===== src/rtl/multi_button_debounce_press_detect_core_defines.svh =====
// Assertion helpers shared by the debounce core.
`ifndef MULTI_BUTTON_DEBOUNCE_PRESS_DETECT_CORE_DEFINES_SVH
`define MULTI_BUTTON_DEBOUNCE_PRESS_DETECT_CORE_DEFINES_SVH

// Plain property, checked on every clock edge outside of reset.
`define MBDP_ASSERT(lbl, prop, msg) \
  lbl: assert property (@(posedge clk_i) disable iff (!rst_ni) (prop)) else $error(msg);

// Condition in one cycle implies a consequence in the following cycle.
`define MBDP_ASSERT_NEXT(lbl, ante, cons, msg) \
  lbl: assert property (@(posedge clk_i) disable iff (!rst_ni) (ante) |=> (cons)) \
    else $error(msg);

`endif


===== src/rtl/mbdp_pkg.sv =====
`timescale 1ns / 1ps

package mbdp_pkg;

  localparam int NUM_BUTTONS = 4;
  localparam int TIME_BITS   = 32;
  localparam int PIN_BITS    = 4;
  localparam int DEB_W       = 16;
  localparam int FIT_W       = 3;
  localparam int BTN_W       = 3;
  localparam int CFG_IDX_W   = 2;

  // Register indexes of the configuration port.
  localparam logic [CFG_IDX_W-1:0] REG_DEBOUNCE_MS    = 2'd0;
  localparam logic [CFG_IDX_W-1:0] REG_ACTIVE_LEVEL   = 2'd1;
  localparam logic [CFG_IDX_W-1:0] REG_BUTTONS_FITTED = 2'd2;

  // Reset values of the registers.
  localparam logic [DEB_W-1:0] RST_DEBOUNCE_MS    = 16'd50;
  localparam logic             RST_ACTIVE_LEVEL   = 1'b1;
  localparam logic [FIT_W-1:0] RST_BUTTONS_FITTED = 3'd4;

  typedef struct packed {
    logic [DEB_W-1:0] debounce_ms;
    logic             active_level;
    logic [FIT_W-1:0] buttons_fitted;
  } cfg_t;

  typedef struct packed {
    logic active;  // raw level equals the pressed level
    logic press;   // debounced level turns active in this poll
  } btn_stat_t;

endpackage


===== src/rtl/mbdp_cfg_regs.sv =====
`timescale 1ns / 1ps

module mbdp_cfg_regs (
  input  logic                           clk_i,
  input  logic                           rst_ni,
  input  logic                           cfg_we_i,
  input  logic [mbdp_pkg::CFG_IDX_W-1:0] cfg_index_i,
  input  logic [mbdp_pkg::DEB_W-1:0]     cfg_wdata_i,
  output mbdp_pkg::cfg_t                 cfg_o
);

  mbdp_pkg::cfg_t cfg_q, cfg_d;

  always_comb begin
    cfg_d = cfg_q;
    if (cfg_we_i) begin
      unique case (cfg_index_i)
        mbdp_pkg::REG_DEBOUNCE_MS:    cfg_d.debounce_ms    = cfg_wdata_i;
        mbdp_pkg::REG_ACTIVE_LEVEL:   cfg_d.active_level   = cfg_wdata_i[0];
        mbdp_pkg::REG_BUTTONS_FITTED: cfg_d.buttons_fitted = cfg_wdata_i[mbdp_pkg::FIT_W-1:0];
        default:                      cfg_d = cfg_q;
      endcase
    end
  end

  always_ff @(posedge clk_i or negedge rst_ni) begin
    if (!rst_ni) begin
      cfg_q.debounce_ms    <= mbdp_pkg::RST_DEBOUNCE_MS;
      cfg_q.active_level   <= mbdp_pkg::RST_ACTIVE_LEVEL;
      cfg_q.buttons_fitted <= mbdp_pkg::RST_BUTTONS_FITTED;
    end else begin
      cfg_q <= cfg_d;
    end
  end

  assign cfg_o = cfg_q;

endmodule


===== src/rtl/mbdp_channel.sv =====
`timescale 1ns / 1ps

module mbdp_channel (
  input  logic                           clk_i,
  input  logic                           rst_ni,
  input  logic                           lvl_i,
  input  logic [mbdp_pkg::TIME_BITS-1:0] now_i,
  input  mbdp_pkg::cfg_t                 cfg_i,
  input  logic                           upd_i,
  output mbdp_pkg::btn_stat_t            stat_o
);

  logic                           raw_q, raw_d;
  logic                           stable_q, stable_d;
  logic [mbdp_pkg::TIME_BITS-1:0] chg_q, chg_d;

  logic                           changed;
  logic [mbdp_pkg::TIME_BITS-1:0] elapsed;
  logic [mbdp_pkg::TIME_BITS-1:0] delay;
  logic                           flip;

  // A level that moved in this poll restarts its timer, so it can only
  // be accepted when it matches the previous raw sample.
  assign changed = (lvl_i != raw_q);
  assign elapsed = now_i - chg_q;
  assign delay   = {{(mbdp_pkg::TIME_BITS - mbdp_pkg::DEB_W){1'b0}}, cfg_i.debounce_ms};
  assign flip    = !changed && (elapsed > delay) && (lvl_i != stable_q);

  assign stat_o.active = (lvl_i == cfg_i.active_level);
  assign stat_o.press  = flip && stat_o.active;

  always_comb begin
    raw_d    = raw_q;
    stable_d = stable_q;
    chg_d    = chg_q;
    if (upd_i) begin
      raw_d = lvl_i;
      if (changed) begin
        chg_d = now_i;
      end
      if (flip) begin
        stable_d = lvl_i;
      end
    end
  end

  always_ff @(posedge clk_i or negedge rst_ni) begin
    if (!rst_ni) begin
      raw_q    <= 1'b0;
      stable_q <= 1'b0;
      chg_q    <= '0;
    end else begin
      raw_q    <= raw_d;
      stable_q <= stable_d;
      chg_q    <= chg_d;
    end
  end

endmodule


===== src/rtl/multi_button_debounce_press_detect_core.sv =====
`timescale 1ns / 1ps
// A poll moves from the input register to the result register; one poll per cycle
// unless the result channel stalls. The button scan is a single pass of logic
// between the input register and the result register.
// Reset: rst_ni is asynchronous and active low; it clears all button state and
// the idle timestamp and restores the configuration defaults (50 ms, high, 4).

module multi_button_debounce_press_detect_core (
  input  logic                           clk_i,
  input  logic                           rst_ni,
  // Configuration write port.
  input  logic                           cfg_we_i,
  input  logic [mbdp_pkg::CFG_IDX_W-1:0] cfg_index_i,
  input  logic [mbdp_pkg::DEB_W-1:0]     cfg_wdata_i,
  // Poll input channel.
  input  logic                           in_valid_i,
  output logic                           in_stall_o,
  input  logic [mbdp_pkg::TIME_BITS-1:0] now_ms_i,
  input  logic [mbdp_pkg::PIN_BITS-1:0]  pin_levels_i,
  // Result channel.
  output logic                           out_valid_o,
  input  logic                           out_stall_i,
  output logic [mbdp_pkg::BTN_W-1:0]     pressed_button_o,
  output logic [mbdp_pkg::TIME_BITS-1:0] idle_ms_o
);

  localparam int N = mbdp_pkg::NUM_BUTTONS;

  mbdp_pkg::cfg_t cfg;

  mbdp_cfg_regs u_cfg (
    .clk_i       (clk_i),
    .rst_ni      (rst_ni),
    .cfg_we_i    (cfg_we_i),
    .cfg_index_i (cfg_index_i),
    .cfg_wdata_i (cfg_wdata_i),
    .cfg_o       (cfg)
  );

  // The input register holds one poll; the result register holds one result.
  // The input register moves on whenever the result register is empty or is
  // being emptied, so a waiting result blocks new transactions only once the
  // input register is full as well.
  logic                           s1_valid_q, s1_valid_d;
  logic [mbdp_pkg::TIME_BITS-1:0] s1_now_q;
  logic [mbdp_pkg::PIN_BITS-1:0]  s1_pins_q;
  logic                           out_valid_q, out_valid_d;
  logic [mbdp_pkg::BTN_W-1:0]     out_btn_q, out_btn_d;
  logic [mbdp_pkg::TIME_BITS-1:0] out_idle_q, out_idle_d;
  logic [mbdp_pkg::TIME_BITS-1:0] last_act_q, last_act_d;

  logic advance;
  logic accept;
  logic fire;

  assign advance    = !out_valid_q || !out_stall_i;
  assign in_stall_o = s1_valid_q && !advance;
  assign accept     = in_valid_i && !in_stall_o;
  assign fire       = s1_valid_q && advance;

  assign s1_valid_d  = accept || (s1_valid_q && !advance);
  assign out_valid_d = fire || (out_valid_q && out_stall_i);

  // Per button: fitted, scanned in this poll, and press taken.
  mbdp_pkg::btn_stat_t stat [N];
  logic [N-1:0] fit;
  logic [N-1:0] scan;
  logic [N-1:0] take;
  logic [N-1:0] act;

  for (genvar g = 0; g < N; g++) begin : g_btn
    logic lvl;

    // Buttons beyond the pins that exist read as level zero.
    if (g < mbdp_pkg::PIN_BITS) begin : g_pin
      assign lvl = s1_pins_q[g];
    end else begin : g_nopin
      assign lvl = 1'b0;
    end

    // A fitted count above the number of buttons simply fits them all.
    assign fit[g] = {1'b0, cfg.buttons_fitted} > (mbdp_pkg::FIT_W + 1)'(g);

    // The scan walks upward and stops right after the first press.
    if (g == 0) begin : g_first
      assign scan[g] = fit[g];
    end else begin : g_next
      assign scan[g] = scan[g-1] && !stat[g-1].press && fit[g];
    end

    assign take[g] = scan[g] && stat[g].press;
    assign act[g]  = fit[g] && stat[g].active;

    mbdp_channel u_chan (
      .clk_i  (clk_i),
      .rst_ni (rst_ni),
      .lvl_i  (lvl),
      .now_i  (s1_now_q),
      .cfg_i  (cfg),
      .upd_i  (fire && scan[g]),
      .stat_o (stat[g])
    );
  end

  // Lowest taken press wins; at most one bit of take can be set anyway.
  always_comb begin
    out_btn_d = '0;
    for (int b = N - 1; b >= 0; b--) begin
      if (take[b]) begin
        out_btn_d = mbdp_pkg::BTN_W'(b + 1);
      end
    end
  end

  // Every fitted active pin refreshes the idle timestamp, even one above a
  // press that cut the scan short, so the idle time is then zero.
  assign last_act_d = (fire && (|act)) ? s1_now_q : last_act_q;
  assign out_idle_d = s1_now_q - last_act_d;

  always_ff @(posedge clk_i or negedge rst_ni) begin
    if (!rst_ni) begin
      s1_valid_q  <= 1'b0;
      out_valid_q <= 1'b0;
      last_act_q  <= '0;
    end else begin
      s1_valid_q  <= s1_valid_d;
      out_valid_q <= out_valid_d;
      last_act_q  <= last_act_d;
    end
  end

  always_ff @(posedge clk_i) begin
    if (accept) begin
      s1_now_q  <= now_ms_i;
      s1_pins_q <= pin_levels_i;
    end
    if (fire) begin
      out_btn_q  <= out_btn_d;
      out_idle_q <= out_idle_d;
    end
  end

  assign out_valid_o      = out_valid_q;
  assign pressed_button_o = out_btn_q;
  assign idle_ms_o        = out_idle_q;

  // A reported press, and whether its button lies within the fitted count.
  logic out_press;
  logic press_in_fit;
  assign out_press    = out_valid_o && (pressed_button_o != '0);
  assign press_in_fit = (pressed_button_o <= cfg.buttons_fitted);

`include "multi_button_debounce_press_detect_core_defines.svh"

  `MBDP_ASSERT(a_one_press, !s1_valid_q || $onehot0(take), "more than one press in a poll")
  `MBDP_ASSERT(a_press_idle, out_press |-> (idle_ms_o == '0), "press with nonzero idle time")
  `MBDP_ASSERT(a_press_fitted, out_press |-> press_in_fit, "press on a button not fitted")
  `MBDP_ASSERT_NEXT(a_hold_input, in_stall_o, s1_valid_q, "held poll lost under stall")

endmodule

===== config.mk =====
export PLATFORM = sky130hd
export DESIGN_NAME = multi_button_debounce_press_detect_core
export DESIGN_NICKNAME = d
export VERILOG_FILES = /design/src/rtl/mbdp_pkg.sv /design/src/rtl/mbdp_cfg_regs.sv /design/src/rtl/mbdp_channel.sv /design/src/rtl/multi_button_debounce_press_detect_core.sv
export VERILOG_INCLUDE_DIRS = /design/src /design/src/rtl
export SDC_FILE = /design/constraint.sdc
export NUM_CORES = 1
export LEC_CHECK = 0
export ABC_AREA = 1
export BUFFER_PORTS_ARGS = -buffer_cell sky130_fd_sc_hd__buf_4
export CAP_MARGIN = 15
export CORE_MARGIN = 5
export CORE_UTILIZATION = 33
export CTS_CLUSTER_SIZE = 8
export DETAILED_ROUTE_END_ITERATION = 12
export PLACE_DENSITY_LB_ADDON = 0.08
export SETUP_SLACK_MARGIN = 0.05
export SYNTH_ARGS = -nofsm -noshare
export SYNTH_HDL_FRONTEND = slang
export SYNTH_HIERARCHICAL = 1
export SYNTH_SLANG_ARGS = --single-unit

===== constraint.sdc =====
create_clock -name clk_i -period 5.1 [get_ports clk_i]
set_clock_uncertainty 0.1 [all_clocks]
set_input_delay 0.51 -clock clk_i [delete_from_list [all_inputs] [get_ports clk_i]]
set_output_delay 0.51 -clock clk_i [all_outputs]
set_load 0.02 [all_outputs]

==> results_dict.tcl, run 1 <==
set metrics [dict create \
    swShare_pct 50.50 \
    drv_slew 0 \
    initial_core_util_pct 33.25 \
    areaGrowthSynthToFinish_pct 17.59 \
    cap_violations 0 \
    cts_max_level 2 \
    dp_cells 4912 \
    synth_flop_cell "dfrtp_1" \
    setup_viol 0 \
    overflow 0 \
    cts_buffer_depth 3 \
    end_kind "register" \
    core_area_mm2 0.07296 \
    instances_no_fill 5008 \
    crit_arrival_ns 5.14 \
    die_x_um 281.1 \
    path_clk_slew_ns 0.05 \
    syn_nets 4088 \
    track_usage_pct 21.67 \
    p_seq_share_pct 19.4 \
    p_int_w 0.008675 \
    p_sw_w 0.008852 \
    drt_wl_total_um 88750 \
    fin_crit_ns 4.810 \
    p_clk_share_pct 14.7 \
    antennaDiodeCount 0 \
    nNetsFinal 4292 \
    drc 0 \
    vias 23160 \
    via_per_inst 4.624 \
    synthArstFlopShare_pct 72.80 \
    startpoint "s1_now_q[0]$_DFFE_PP_" \
    startpoint_type "register" \
    max_freq_mhz 207.9 \
    worstSetupPathType "register to register" \
    syn-instance-count 3819 \
    wl_per_cell_um 17.72 \
    antenna_found_initial 2 \
    die_area_mm2 0.07904 \
    seq_area_frac_synth_pct 28.41 \
    rsz0062_at_grt "no" \
    leakagePower_nw 16.34 \
    drive_gt1_share_pct 13.48 \
    vdd_ir_drop_max_mv 0.3288 \
    synth-edff-count 71 \
    first_pass_iters 6 \
    grt_max_degree 86 \
    clock-sinks 261 \
    cts_tree "built" \
    avgSynthCellArea_um2 6.353 \
    syn_area_mm2 0.02426 \
    holdCritStartpoint "now_ms_i[27]" \
    fill_cells 8057 \
    drtIter0Drc 1322 \
    finalInstanceArea_mm2 0.02853 \
    synth_cell_types 44 \
    gp_congestion 0.9456 \
    crit_required_ns 5.43 \
    insertion_delay_ns 0.57 \
    power_frac_comb_pct 65.9 \
    max_stage_delay_ns 0.41 \
    hold_viol 0 \
    cts_root_buf "clkbuf_16" \
    reg2reg_setup_slack_ns 0.29 \
    worst_pin_slew_ns 1.069 \
    status "completed" \
    r2r_start "s1_now_q[0]$_DFFE_PP_" \
    rr_worst_depth 32 \
    placed_cell_area_mm2 0.02663 \
    crit_fanout 6 \
    power_density_mw_per_mm2 614.4 \
    ys_ff_latch 261 \
    ant_nets 0 \
    dp_hpwl_um 72780 \
    grt_pass1_wl_um 131700 \
    critical_path.endpoint "g_btn[3].u_chan/chg_q[14]$_DFFE_PN0P_" \
    rr_endpoint "g_btn[3].u_chan/chg_q[14]$_DFFE_PN0P_" \
    min_period_over_period_pct 94.31 \
    fp-row-count 99 \
    num_io_pins 96 \
    die_h_um 281.1 \
    yosysWarnings 6 \
    numCtsBuffers 40 \
    hold_class "primary input to register" \
    cpMaxStageDelayCell "fa_2" \
    portBuffers 95 \
    grt_pass1_vias 22610 \
    slew_headroom_pct 28.62 \
]
[power groups by stage]
stage          combinational (W)  clock (W)  sequential (W)
2_1_floorplan            0.00802          0         0.00348
3_3_place_gp              0.0112          0         0.00343
3_5_place_dp              0.0112          0         0.00345
4_1_cts                   0.0113    0.00266         0.00341
5_1_grt                   0.0132    0.00274         0.00349
6_report                  0.0115    0.00258         0.00340
[synthesized netlist by cell type, types with 15 or more instances]
library cell  instances  area (um2)
a21oi_1             251        1256
edfxtp_1             71        2132
nor2_2               29       181.4
nand4_1              47       294.0
ha_1                205        2565
xnor2_1              15       131.4
or2_2                20       125.1
nand3_2              34       340.3
clkbuf_1             30       112.6
nand3_1             159       795.8
o21ai_0              71       355.3
xor2_1               70       613.1
dfrtp_1             185        4629
inv_1               818        3070
nand2_2              66       412.9
nor2_1              353        1325
inv_2                35       131.4
nand2_1            1239        4651
[what timing repair did]
item,in CTS,in global routing
endpoints found under the setup margin,52,100
hold buffers,5,0
setup buffers,1,15
cloned,0,7
resized for setup,0,96
hold endpoints to repair,85,0
pin swaps,0,17
[through the flow]
stage / util [%] / TNS (ns) / hold WS [ns] / total power [W] / setup WS, ns
after floorplan: - / 0 / 0.1144 / 0.01149 / 0.9015
after global placement: 36.51 / 0 / 0.3693 / 0.01466 / 0.1263
after detailed placement: 36.51 / -0.1288 / 0.3778 / 0.01464 / -0.01926
after CTS: 38.21 / 0 / 0.002343 / 0.01733 / 0.09341
after global routing: 39.10 / 0 / 0.01363 / 0.01939 / 0.03950
final: 39.10 / 0 / 0.03686 / 0.01753 / 0.2900
[final cells by class]
type | instances | area (um2) | share of cell area (%)
multi-input cells | 2668 | 14420 | 50.54
repair buffers | 198 | 1623 | 5.689
clock buffers | 65 | 1156 | 4.053
inverters | 854 | 3208 | 11.25
flip-flops and latches | 261 | 6893 | 24.16
clock inverters | 3 | 30.03 | 0.1053
well taps | 959 | 1200 | 4.206
[worst min path at each step]
stage                                            to  slack (ns)  cells past startpoint
2_1_floorplan  g_btn[0].u_chan/chg_q[0]$_DFFE_PN0P_        0.11                      0
3_3_place_gp                  out_valid_o$_DFF_PN0_        0.37                      2
3_5_place_dp                  out_valid_o$_DFF_PN0_        0.38                      2
4_1_cts                       s1_now_q[1]$_DFFE_PP_       0.002                      1
5_1_grt                      s1_now_q[20]$_DFFE_PP_        0.01                      1
6_report                     s1_now_q[27]$_DFFE_PP_        0.04                      1
[metal layers]
metal  part of all wire (%)  global-route usage (%)
met2                     48                   38.09
met1                     45                   28.48
met3                    3.1                   1.960
met4                    3.3                   6.252
met5                      0                       0
[critical path, delay by kind of cell (launching register included)]
kind            cells  cell delay [ns]
simple gates       22             2.67
fa+ha+maj           3             0.89
buf+inv             5             0.54
flops               1             0.35
xor+xnor            1             0.07
compound gates      1             0.04
[logic make-up after synthesis]
| kind of cell | share of synthesized area, % |
|---|---|
| AND/OR/NAND/NOR | 35.92 |
| buffers and inverters | 13.94 |
| multiplexers | 0.3713 |
| adder cells (fa/ha/maj) | 10.99 |
| flip-flops | 28.41 |
| AO/OA/AOI/OAI | 7.313 |
| XOR/XNOR | 3.069 |
[placed cells by master (no fill, tap or decap), drive strengths merged]
cell type | Yosys | final
o31ai | 3 | 3
xor2 | 70 | 70
a31oi | 3 | 3
nand4 | 47 | 47
edfxtp | 71 | 71
a21oi | 253 | 253
ha | 205 | 205
nand3 | 194 | 195
fa | 5 | 5
or2 | 23 | 23
and3 | 7 | 7
inv | 853 | 854
o21bai | 6 | 6
o21ai | 76 | 76
buf | 7 | 190
dlygate4sd3 | 0 | 5
nor3 | 23 | 23
nand2 | 1311 | 1311
nand3b | 10 | 10
clkinv | 1 | 3
dfrtp | 185 | 185
dfstp | 5 | 5
clkbuf | 30 | 68
mux2 | 8 | 8
a21o | 4 | 4
and2 | 17 | 17
nor2 | 387 | 387
xnor2 | 15 | 15
[sequential cells by signal, indices dropped and copies added, names as in the netlist, 3 cells and up]
register / flops
g_btn.u_chan/stable_q: 4
s1_now_q: 32
s1_pins_q: 4
idle_ms_o: 32
last_act_q: 32
g_btn.u_chan/chg_q: 128
u_cfg/cfg_o: 20
pressed_button_o: 3
g_btn.u_chan/raw_q: 4
No activity file was read; power rests on OpenSTA's default activity.
==> inputs of run 2 (changes only) <==
==> constraint.sdc (replaced) <==
create_clock -name clk_i -period 6 [get_ports clk_i]
set_clock_uncertainty 0.1 [all_clocks]
set_input_delay 0.6 -clock clk_i [delete_from_list [all_inputs] [get_ports clk_i]]
set_output_delay 0.6 -clock clk_i [all_outputs]
set_load 0.02 [all_outputs]
==> results_dict.tcl, run 2 (same netlist as run 1, synthesis figures left out) <==
set metrics [dict create \
    status "completed" \
    end_kind "register" \
    worstSetupPathType "register to register" \
    ff_latch_area_mm2 0.006893 \
    grt_pass1_vias 22540 \
    areaGrowthSynthToFinish_pct 14.02 \
    overflow 0 \
    largest_reg_flops 128 \
    p_sw_w 0.007401 \
    swShare_pct 50.63 \
    hold_class "primary input to register" \
    crit_required_ns 6.33 \
    fill_cells 8038 \
    drt_wl_total_um 89260 \
    layout_commonest_cell "nand2_1" \
    fp-row-count 99 \
    p_seq_share_pct 20.0 \
    drc 0 \
    wl_per_cell_um 18.00 \
    drive_gt1_share_pct 10.63 \
    power_frac_comb_pct 64.8 \
    core_area_mm2 0.07296 \
    fin_tns_setup_ns 0 \
    p_clk_share_pct 15.2 \
    cap_violations 0 \
    cts_root_buf "clkbuf_16" \
    vias 22910 \
    p_int_w 0.007217 \
    hold_viol 0 \
    post_cts_resized 0 \
    dp_hpwl_um 73980 \
    insertion_delay_ns 0.56 \
    crit_top_cell "nand2_1" \
    crit_fanout 42 \
    nNetsFinal 4239 \
    gp_congestion 0.9391 \
    drtIter0Drc 1353 \
    cpMaxStageDelayCell "edfxtp_1" \
    setup_viol 0 \
    clock-sinks 261 \
    die_h_um 281.1 \
    track_usage_pct 22.38 \
    utilization_pct 37.92 \
    power_density_mw_per_mm2 528.5 \
    die_area_mm2 0.07904 \
    cts_max_level 2 \
    postCtsSetupRepairBufs 0 \
    first_pass_iters 6 \
    startpoint_type "register" \
    antenna_found_initial 1 \
    initial_core_util_pct 33.25 \
    drv_slew 0 \
    crit_arrival_ns 5.81 \
    numCtsBuffers 40 \
    grt_pass1_wl_um 134500 \
    multiInputGateArea_mm2 0.01401 \
    die_x_um 281.1 \
    grt_max_degree 106 \
    slew_headroom_pct 49.77 \
    portBuffers 95 \
    ant_nets 0 \
    max_freq_mhz 182.4 \
    path_clk_slew_ns 0.05 \
    vdd_ir_drop_max_mv 0.2355 \
    worst_pin_slew_ns 0.7534 \
    cts_tree "built" \
    layout_common_cells "nand2_1 (1239), inv_1 (818), nor2_1 (353), a21oi_1 (251), ha_1 (205)" \
    fin_crit_ns 5.482 \
    max_stage_delay_ns 0.67 \
    rsz0062_at_grt "no" \
    num_io_pins 96 \
    leakagePower_nw 16.01 \
    min_period_over_period_pct 91.37 \
    cts_buffer_depth 3 \
    via_per_inst 4.620 \
    max_flop_register "g_btn.u_chan/chg_q" \
]
run 2: layout make-up:
cell class,count,area share (%)
Clock inverter,3,0.1990
Sequential cell,261,24.92
Multi-Input combinational cell,2667,50.64
Timing Repair Buffer,146,4.134
Antenna cell,1,0.009046
Tap cell,959,4.338
Inverter,854,11.59
Clock buffer,68,4.179
run 2: worst paths after layout:
kind / startpoint / endpoint / slack, ns / depth (start not counted)
max: s1_now_q[1]$_DFFE_PP_ / g_btn[3].u_chan/chg_q[1]$_DFFE_PN0P_ / 0.52 / 31
min: pin_levels_i[3] / s1_pins_q[3]$_DFFE_PP_ / 0.11 / 1
max reg2reg: s1_now_q[1]$_DFFE_PP_ / g_btn[3].u_chan/chg_q[1]$_DFFE_PN0P_ / 0.52 / 31
min reg2reg: s1_valid_q$_DFF_PN0_ / out_valid_o$_DFF_PN0_ / 0.39 / 2
max in group asynchronous: rst_ni / g_btn[3].u_chan/chg_q[25]$_DFFE_PN0P_ / 4.13 / 3
min in group asynchronous: rst_ni / u_cfg/cfg_o[15]$_DFFE_PN0P_ / 0.53 / 2
run 2: power groups by stage:
stage	Combinational (W)	Clock [W]	Sequential (W)
floorplan	0.00681	0	0.00295
global placement	0.00953	0	0.00295
detailed placement	0.00949	0	0.00296
CTS	0.00954	0.00230	0.00294
global route	0.0108	0.00236	0.00300
finish	0.00947	0.00222	0.00293
run 2: critical path: cells and delay by family, from the launching register on:
family	cells	cell delay [ns]
AND/OR/NAND/NOR	19	2.33
buffers and inverters	6	1.03
adder cells (fa/ha/maj)	2	0.70
flip-flops	1	0.67
AO/OA/AOI/OAI	3	0.30
XOR/XNOR	1	0.16
run 2: repair_timing:
action,4_1_cts,5_1_grt
hold endpoints to repair,28,0
hold buffers,1,0
endpoints found under the setup margin,0,0
run 2: metrics by stage:
step / worst slack [ns] / total power, W / instance area (um2) / hold WS [ns] / std cells
final: 0.5177 / 0.01462 / 27660 / 0.1133 / 4959
after global routing: 0.06640 / 0.01620 / 27660 / 0.08655 / 4958
after floorplan: 1.801 / 0.009769 / 24260 / 0.2044 / 3819
after global placement: 0.5627 / 0.01248 / 26440 / 0.3795 / 4886
after CTS: 0.5446 / 0.01478 / 27660 / 0.07477 / 4958
after detailed placement: 0.5929 / 0.01245 / 26440 / 0.3827 / 4886
run 2: routing by layer:
metal,track usage (%),share of wire (%),routed length [um]
met2,40.18,49,43750
met1,28.80,45,39750
met5,0,0,0
met3,1.902,3.2,2854
met4,6.416,3.3,2906
